### src/hdl/trajectory_line_fit_with_confidence_macros.svh
// Assertion helpers shared by the RTL files.
`ifndef TRAJECTORY_LINE_FIT_WITH_CONFIDENCE_MACROS_SVH
`define TRAJECTORY_LINE_FIT_WITH_CONFIDENCE_MACROS_SVH
`ifndef SYNTHESIS
// Property must hold at every clock edge out of reset.
`define TLF_ASSERT(label, clk, rst_n, prop) \
    label: assert property (@(posedge clk) disable iff (!rst_n) prop) \
        else $error("%m: check failed");
// Condition must never be true out of reset.
`define TLF_NEVER(label, clk, rst_n, cond) \
    `TLF_ASSERT(label, clk, rst_n, !(cond))
`else
`define TLF_ASSERT(label, clk, rst_n, prop)
`define TLF_NEVER(label, clk, rst_n, cond)
`endif
`endif

### src/hdl/tlf_pkg.sv
package tlf_pkg;

    // Field widths
    localparam int TIME_W         = 20;
    localparam int SPEED_W        = 21;
    localparam int MINP_W         = 9;
    localparam int FIT_W          = 32;
    localparam int R2_W           = 17;
    localparam int RMS_W          = 22;
    localparam int SPAN_W         = 20;
    localparam int IN_TDATA_W     = 48;
    localparam int OUT_TDATA_W    = 192;

    // Defaults and limits
    localparam int MAX_POINTS_DEF = 256;
    localparam logic [MINP_W-1:0] MINP_RESET = 9'd5;
    localparam logic [R2_W-1:0]   R2_ONE     = 17'd65536;

    // One fit result
    typedef struct packed {
        logic                     ok;
        logic signed [FIT_W-1:0]  slope;
        logic signed [FIT_W-1:0]  icpt;
        logic [R2_W-1:0]          r2;
        logic [RMS_W-1:0]         rms;
        logic signed [FIT_W-1:0]  lo;
        logic signed [FIT_W-1:0]  hi;
        logic [SPAN_W-1:0]        span;
    } fit_result_t;

    // Fit engine status toward the output stage
    typedef struct packed {
        logic busy;
        logic done;
    } fit_stat_t;

endpackage

### src/hdl/tlf_acc.sv
module tlf_acc #(
    parameter int MAX_POINTS = tlf_pkg::MAX_POINTS_DEF,
    localparam int LOG_N = $clog2(MAX_POINTS),
    localparam int CNT_W = $clog2(MAX_POINTS + 1),
    localparam int ST_W  = tlf_pkg::TIME_W + LOG_N,
    localparam int SS_W  = tlf_pkg::SPEED_W + LOG_N,
    localparam int STS_W = tlf_pkg::TIME_W + tlf_pkg::SPEED_W + LOG_N,
    localparam int STT_W = 2 * tlf_pkg::TIME_W + LOG_N,
    localparam int SSS_W = 2 * tlf_pkg::SPEED_W + LOG_N
) (
    input  logic                        clk,
    input  logic                        rst_n,
    input  logic                        in_accept,
    input  logic [tlf_pkg::TIME_W-1:0]  in_time,
    input  logic [tlf_pkg::SPEED_W-1:0] in_speed,
    input  logic                        in_last,
    input  logic                        clr,
    output logic                        ready,
    output logic                        go,
    output logic [CNT_W-1:0]            count,
    output logic [ST_W-1:0]             sum_t,
    output logic [SS_W-1:0]             sum_s,
    output logic [STS_W-1:0]            sum_ts,
    output logic [STT_W-1:0]            sum_tt,
    output logic [SSS_W-1:0]            sum_ss,
    output logic [tlf_pkg::TIME_W-1:0]  first_time,
    output logic [tlf_pkg::TIME_W-1:0]  last_time
);
    import tlf_pkg::*;

    localparam int MC_T_W  = TIME_W + SPEED_W;
    localparam int MC_S_W  = 2 * SPEED_W;
    localparam int SER_C_W = $clog2(SPEED_W + 1);

    logic [CNT_W-1:0]   count_reg;
    logic [ST_W-1:0]    sum_t_reg;
    logic [SS_W-1:0]    sum_s_reg;
    logic [STS_W-1:0]   sum_ts_reg;
    logic [STT_W-1:0]   sum_tt_reg;
    logic [SSS_W-1:0]   sum_ss_reg;
    logic [TIME_W-1:0]  first_reg;
    logic [TIME_W-1:0]  last_reg;
    logic [MC_T_W-1:0]  t_mc_reg;
    logic [MC_S_W-1:0]  s_mc_reg;
    logic [TIME_W-1:0]  t_sh_reg;
    logic [SPEED_W-1:0] s_sh_reg;
    logic [SER_C_W-1:0] ser_cnt_reg;
    logic               busy_reg;
    logic               go_pend_reg;
    logic               room;

    assign room  = count_reg < CNT_W'(MAX_POINTS);
    assign ready = !busy_reg && !go_pend_reg;
    assign go    = go_pend_reg && !busy_reg;

    // Load samples, then shift-add the three products one bit a cycle
    always_ff @(posedge clk or negedge rst_n)
    begin
        if (!rst_n)
        begin
            count_reg   <= '0;
            sum_t_reg   <= '0;
            sum_s_reg   <= '0;
            sum_ts_reg  <= '0;
            sum_tt_reg  <= '0;
            sum_ss_reg  <= '0;
            first_reg   <= '0;
            last_reg    <= '0;
            t_mc_reg    <= '0;
            s_mc_reg    <= '0;
            t_sh_reg    <= '0;
            s_sh_reg    <= '0;
            ser_cnt_reg <= '0;
            busy_reg    <= 1'b0;
            go_pend_reg <= 1'b0;
        end
        else if (clr)
        begin
            count_reg   <= '0;
            sum_t_reg   <= '0;
            sum_s_reg   <= '0;
            sum_ts_reg  <= '0;
            sum_tt_reg  <= '0;
            sum_ss_reg  <= '0;
            go_pend_reg <= 1'b0;
        end
        else
        begin
            if (go)
            begin
                go_pend_reg <= 1'b0;
            end
            // take one item, drop it when the store is full
            if (in_accept)
            begin
                go_pend_reg <= in_last;
                if (room)
                begin
                    if (count_reg == '0)
                    begin
                        first_reg <= in_time;
                    end
                    last_reg    <= in_time;
                    count_reg   <= count_reg + 1'b1;
                    sum_t_reg   <= sum_t_reg + ST_W'(in_time);
                    sum_s_reg   <= sum_s_reg + SS_W'(in_speed);
                    t_mc_reg    <= MC_T_W'(in_time);
                    s_mc_reg    <= MC_S_W'(in_speed);
                    t_sh_reg    <= in_time;
                    s_sh_reg    <= in_speed;
                    ser_cnt_reg <= SER_C_W'(SPEED_W);
                    busy_reg    <= 1'b1;
                end
            end
            // advance the serial products
            if (busy_reg)
            begin
                if (s_sh_reg[0])
                begin
                    sum_ts_reg <= sum_ts_reg + STS_W'(t_mc_reg);
                    sum_ss_reg <= sum_ss_reg + SSS_W'(s_mc_reg);
                end
                if (t_sh_reg[0])
                begin
                    sum_tt_reg <= sum_tt_reg + STT_W'(t_mc_reg);
                end
                t_mc_reg    <= t_mc_reg << 1;
                s_mc_reg    <= s_mc_reg << 1;
                t_sh_reg    <= t_sh_reg >> 1;
                s_sh_reg    <= s_sh_reg >> 1;
                ser_cnt_reg <= ser_cnt_reg - 1'b1;
                if (ser_cnt_reg == SER_C_W'(1))
                begin
                    busy_reg <= 1'b0;
                end
            end
        end
    end

    assign count      = count_reg;
    assign sum_t      = sum_t_reg;
    assign sum_s      = sum_s_reg;
    assign sum_ts     = sum_ts_reg;
    assign sum_tt     = sum_tt_reg;
    assign sum_ss     = sum_ss_reg;
    assign first_time = first_reg;
    assign last_time  = last_reg;

endmodule

### config.mk
export PLATFORM = sky130hd
export DESIGN_NAME = tlf_acc
export DESIGN_NICKNAME = d
export VERILOG_FILES = /design/src/hdl/trajectory_line_fit_with_confidence_macros.svh /design/src/hdl/tlf_pkg.sv /design/src/hdl/tlf_acc.sv
export SDC_FILE = /design/constraint.sdc
export NUM_CORES = 1
export LEC_CHECK = 0
export BUFFER_PORTS_ARGS = -buffer_cell sky130_fd_sc_hd__buf_2
export CAP_MARGIN = 20
export CORE_MARGIN = 5
export CORE_UTILIZATION = 43
export DETAILED_ROUTE_END_ITERATION = 7
export PLACE_DENSITY = 0.65
export SLEW_MARGIN = 20
export SYNTH_ARGS = -nofsm -noshare
export SYNTH_HDL_FRONTEND = slang
export SYNTH_SLANG_ARGS = --single-unit
### constraint.sdc
create_clock -name clk -period 4.38 [get_ports clk]
set_clock_uncertainty 0.2 [all_clocks]
set_input_delay 0.438 -clock clk [delete_from_list [all_inputs] [get_ports clk]]
set_output_delay 0.438 -clock clk [all_outputs]
set_load 0.02 [all_outputs]
==> metrics.txt, run 1 <==
Power Dens Cells 440.7 nW/µm²; HPWL Detailed 52.11 mm; Cell Area, Synth 23,840 µm²; H-tree Lvls 2; Worst EP arrival about 4.2 ns; actual slew at the worst max-slew pin 1.043 ns; LEAKAGE approximately 14 nW; Iter 0 DRT Violations roughly 1,500; synth unique cells 88; Antenna Violating Nets Remaining 0; die extent in y roughly 250 µm; GRT Util Overall 23.04%; die width approximately 250 µm; CP required 4.61 ns; DRC Markers 0; fin area 27,910 µm²; Synthesized Nets 2,942; DR vias roughly 21,000; TNS Setup 0 ns; Clk Latency, worst-skew pair around 0.58 ns; Post-synth EDFFs 0; routed vias/inst approximately 5.7; Setup violations, final 0; fraction of layout cells with a size suffix above 1 15.38%; outcome finished clean; pin count of the biggest net entering global routing 101; multi-input logic area about 13,000 µm²; register area share after synthesis 40.31%; max FFs per register 50; # rows 86; Hold Crit Class in -> reg; deepest clock path buffer count 3; antenna violations before repair 3; clock sink count 384; maxcap violations 0; CTS Root Cell clkbuf_16; startpoint type of the worst setup path register; placed cells 3,651; syn avg cell area ~9 µm²; Final Critical Period 3.948 ns; Finished Core Util 50.76%; # port buffers 300; CP endpoint kind register; Final nets 3,204; gr ovfl total 0; CTS tree built; CTS Buf Count 46; Routability Congestion 0.9255; WS Path Type reg -> reg; die area 60,250 µm²; Synth async-reset ratio 100.0%; Layout area overhead 17.08%; hold violation count in the final report 0; I/O pin cnt between 300 and 400; Max VDD drop 0.2825 mV; Mapped Cells 2,722; Initial Util 43.36%; Max Slew Vio Count 0; Syn. warnings 0; Tcrit/Tclk final 90.15%; Primary FF master, synth dfrtp_1; Core ar. 54,990 µm²; crit path max fanout 5; FF+latch count, synth 384; Post-CTS Setup Bufs 0; number of global-route vias before repair 21,020; FF/Latch Area 9613 µm²; unrepaired setup endpoints after global routing false; Rel. slew slack 30.29%; detail-routed net length per standard cell 18.94 µm; fmax approximately 0.25 GHz; TritonRoute pass-1 iters 6; Post-DP Area 26,040 µm²; final non-filler cell total 3,766; drt total wl ~70 mm; fill cell count 5,127; clock-pin slew on the worst setup and hold paths ~0.06 ns; global-route wire length before repair 114.9 mm
[area by class of cell]
type	instances	area share, %
Inverter	67	0.9010
Clock buffer	66	4.900
Timing Repair Buffer	358	7.522
Clock inverter	14	0.5290
Antenna cell	2	0.01793
Multi-Input combinational cell	2127	48.34
Tap cell	748	3.353
Sequential cell	384	34.44
[through the flow]
step | hold slack [ns] | worst slack, ns | power (W)
global route | 0.03486 | 0.1451 | 0.01304
global placement | 0.2568 | 0.5136 | 0.008370
finish | 0.03190 | 0.4316 | 0.01230
detailed placement | 0.2585 | 0.4737 | 0.008485
floorplan | -0.05759 | 0.9218 | 0.007259
CTS | 0.001639 | 0.4477 | 0.01240
[cells by family (layout without fill, tap and decap cells)]
family,count (synthesis),after routing,synth area share [%]
adder cells (fa/ha/maj),174,174,9.290
XOR/XNOR,162,162,5.952
other,0,2,0
buffers and inverters,211,505,3.385
AND/OR/NAND/NOR,908,908,17.02
multiplexers,26,26,1.212
AO/OA/AOI/OAI,857,857,22.83
flip-flops,384,384,40.31
[synth_stat cells (all sizes together), types with 23 or more instances]
cell type	instances	area, µm²
a21o	86	645.6
a21oi	204	1032
a22oi	75	563.0
a31oi	29	187.7
and3	29	181.4
clkbuf	129	488.0
dfrtp	384	9609
ha	169	2115
inv	67	251.5
mux2	23	259.0
nand2	506	1899
nand3	89	445.4
nand4	34	219.0
nor2	102	382.9
nor2b	26	162.7
nor3	33	170.2
o21a	24	180.2
o21ai	289	1454
or3	27	168.9
xnor2	84	735.7
xor2	78	683.2
[critical path: stages (launching register included)]
cell and delay (ns):
dfrtp_1 0.44, ha_1 0.26, fa_1 0.44, a211oi_1 0.26, o21ai_0 0.15, a31oi_1 0.48
a31oi_1 0.28, a41oi_2 0.41, o21ba_2 0.29, o2111ai_2 0.18, a21oi_2 0.21, or3_1 0.12
a21oi_1 0.05
[per-layer routing]
| metal | share of wire [%] | wire length (µm) | track usage [%] |
|---|---|---|---|
| met1 | 45 | 32000 | 31.59 |
| met2 | 47 | 33430 | 37.75 |
| met3 | 5.8 | 4169 | 4.174 |
| met4 | 2.4 | 1742 | 6.433 |
| met5 | 0.0098 | 7 | 0 |
[worst paths after layout]
| kind | start | end | slack (ns) | cells past startpoint |
|---|---|---|---|---|
| setup / recovery | t_mc_reg[0] | sum_tt[42] | 0.43 | 12 |
| hold / removal | in_speed[4] | s_mc_reg[4] | 0.03 | 3 |
| setup reg to reg | t_mc_reg[0] | sum_tt[42] | 0.43 | 12 |
| hold reg to reg | last_time[1] | last_time[1] | 0.28 | 2 |
| max in group asynchronous | rst_n | busy_reg | 2.61 | 3 |
| min in group asynchronous | rst_n | first_time[16] | 0.26 | 2 |
[cells in the final DEF (no fill, tap or decap), drive strengths merged, types with 6 or more instances in the layout]
cell,n
nand2,506
dfrtp,384
buf,326
o21ai,289
a21oi,204
ha,169
nor2,102
nand3,89
a21o,86
xnor2,84
xor2,78
a22oi,75
inv,67
clkbuf,66
nand4,34
nor3,33
dlygate4sd3,32
and3,29
a31oi,29
or3,27
nor2b,26
o21a,24
mux2,23
o21bai,21
nand2b,17
o31ai,17
and2,15
o211ai,15
a22o,12
a211oi,11
clkinv,10
a41oi,9
and4,6
a21boi,6
or2,6
[repair_timing]
| item | in CTS | in global routing |
|---|---|---|
| hold buffers | 32 | 0 |
| hold endpoints to repair | 140 | 0 |
| gates resized for setup | 0 | 0 |
[report_power, final]
part | internal [W] | switching [W]
clock network | 0.00228 | 0.00155
registers | 0.00413 | 0.000632
logic | 0.00140 | 0.00230
No activity file was read; power rests on OpenSTA's default activity.
==> inputs of run 2 (changes only) <==
CELL_PAD_IN_SITES_DETAIL_PLACEMENT = 1   (was default)
CELL_PAD_IN_SITES_GLOBAL_PLACEMENT = 2   (was default)
CORE_UTILIZATION = 36   (was 43)
PLACE_DENSITY = 0.84   (was 0.65)
==> run 2 against run 1 <==
Effect of this change: critical path depth up 1; final cell count increased by 3.5%; utilization down 7.6 points; count of clock-buffer cells in the layout rose by 2; worst hold slack better by 0.018 ns; clock power rose by 11%; sequential share of layout area fell by 0.53 points; combinational power rose by 3%; non-clock buffer count rose by 10; critical endpoint is now sum_tt[44]; largest cell class unchanged.
==> metrics.txt, run 2 (same netlist as run 1, synthesis figures left out) <==
Max Slew Vio Count 0 (unchanged); TritonRoute pass-1 iters 5 (was 6); Setup violations, final 0 (unchanged); crit path max fanout 5 (unchanged); global-route wire length before repair 129.3 mm (was 114.9 mm); Final nets 3,215 (was 3,204); Rel. slew slack 35.58% (was 30.29%); Final Critical Period 3.837 ns (was 3.948 ns); # resized after CTS 0 (unchanged); GRT Util Overall 22.06% (was 23.04%); DR vias 21,580 (was 21,400); commonest non-fill, non-tap cell in the layout nand2_1 (unchanged); # rows 94 (was 86); antenna violations before repair 1 (was 3); Power Dens Cells 453.3 nW/µm² (was 440.7 nW/µm²); detail-routed net length per standard cell 20.69 µm (was 18.94 µm); Max VDD drop 0.2665 mV (was 0.2825 mV); Hold Crit Class in -> reg (unchanged); CP endpoint kind register (unchanged); I/O pin cnt 301 (unchanged); fin area 28,340 µm² (was 27,910 µm²); Worst EP arrival 4.09 ns (was 4.18 ns); LEAKAGE 13.98 nW (was 13.85 nW); Tcrit/Tclk final 87.60% (was 90.15%); Post-DP Area 26,240 µm² (was 26,040 µm²); unrepaired setup endpoints after global routing false (unchanged); Layout area overhead 18.90% (was 17.08%); final non-filler cell total 3,897 (was 3,766); fraction of layout cells with a size suffix above 1 15.67% (was 15.38%); Fin Hold WS 0.05012 ns (was 0.03190 ns); H-tree Lvls 2 (unchanged); CP required 4.64 ns (was 4.61 ns); pin count of the biggest net entering global routing 101 (unchanged); number of global-route vias before repair 23,120 (was 21,020); Antenna Violating Nets Remaining 0 (unchanged); actual slew at the worst max-slew pin 0.9639 ns (was 1.043 ns); Iter 0 DRT Violations 1,069 (was 1,477); HPWL Detailed 59.39 mm (was 52.11 mm); clock-pin slew on the worst setup and hold paths 0.06 ns (about the same); gr ovfl total 0 (unchanged); maxcap violations 0 (unchanged); TNS Setup 0 ns (unchanged); CTS Root Cell clkbuf_16 (unchanged); Initial Util 36.26% (was 43.36%); WS Path Type reg -> reg (unchanged); startpoint type of the worst setup path register (unchanged); deepest clock path buffer count 3 (unchanged); CTS tree built (unchanged); Clk Latency, worst-skew pair 0.59 ns (was 0.58 ns); routed vias/inst 5.539 (was 5.682); most frequent cells in the layout nand2_1, dfrtp_1, buf_2, o21ai_0, a21oi_1 (unchanged); fmax 0.2606 GHz (was 0.2533 GHz); clock sink count 384 (unchanged); DRC Markers 0 (unchanged); outcome finished clean (unchanged); # port buffers 300 (unchanged); placed cells 3,772 (was 3,651); hold violation count in the final report 0 (unchanged); die area 71,470 µm² (was 60,250 µm²); die width 267.3 µm (was 245.5 µm); max FFs per register 50 (unchanged); Routability Congestion 0.8765 (was 0.9255); die extent in y 267.3 µm (was 245.5 µm); drt total wl 80.64 mm (was 71.35 mm); Core ar. 65,750 µm² (was 54,990 µm²); CTS Buf Count 47 (was 46); Finished Core Util 43.11% (was 50.76%)
[run 2: worst paths after layout]
| path | endpoint | startpoint | depth (start not counted) | slack [ns] |
|---|---|---|---|---|
| max reg2reg | sum_tt[44] | t_mc_reg[0] | 13 | 0.54 |
| max | sum_tt[44] | t_mc_reg[0] | 13 | 0.54 |
| min in group asynchronous | sum_ss[35] | rst_n | 2 | 0.31 |
| max in group asynchronous | first_time[10] | rst_n | 3 | 2.74 |
| min reg2reg | last_time[3] | last_time[3] | 2 | 0.28 |
| min | s_sh_reg[6] | in_speed[6] | 3 | 0.05 |
[run 2: routing by layer]
metal	routed length (µm)	vias to the layer above	track usage [%]
met4	1697	0	4.693
li1	-	10280	-
met2	38190	378	37.17
met1	36820	10820	29.62
met3	3932	107	4.456
met5	0	-	0
[run 2: final cells by class]
class	instances	area, µm²
Timing Repair Buffer	368	2203
Sequential cell	384	9613
Antenna cell	1	2.502
Clock buffer	68	1385
Tap cell	864	1081
Fill cell	7682	37400
Multi-Input combinational cell	2127	13500
Inverter	67	251.5
Clock inverter	18	311.5
[run 2: metrics by stage]
stage                     worst slack (ns)  total power, W
after floorplan                     0.9218        0.007259
after global placement              0.6397        0.008455
after detailed placement            0.5328        0.008617
after CTS                           0.5254         0.01300
after global routing                0.3302         0.01367
final                               0.5430         0.01285
[run 2: repair_timing]
item	in CTS	in global routing
hold buffers	37	0
hold endpoints to repair	152	0
buffers inserted	0	0
[run 2: where the power goes]
group | total (W) | switching [W] | internal [W]
Clock | 0.00427 | 0.00165 | 0.00262
Sequential | 0.00478 | 0.000646 | 0.00413
Combinational | 0.00381 | 0.00239 | 0.00141
Total | 0.0128 | 0.00469 | 0.00816
[run 2: worst max-delay path, stage by stage, from the launching register on]
cell	delay, ns
dfrtp_1	0.44
ha_1	0.24
fa_1	0.43
a211oi_1	0.30
o21ai_0	0.16
a31oi_1	0.24
buf_4	0.19
or3_1	0.17
a21oi_1	0.15
a21oi_1	0.39
o31ai_1	0.18
o41ai_1	0.37
xor2_1	0.19
nor2_1	0.06
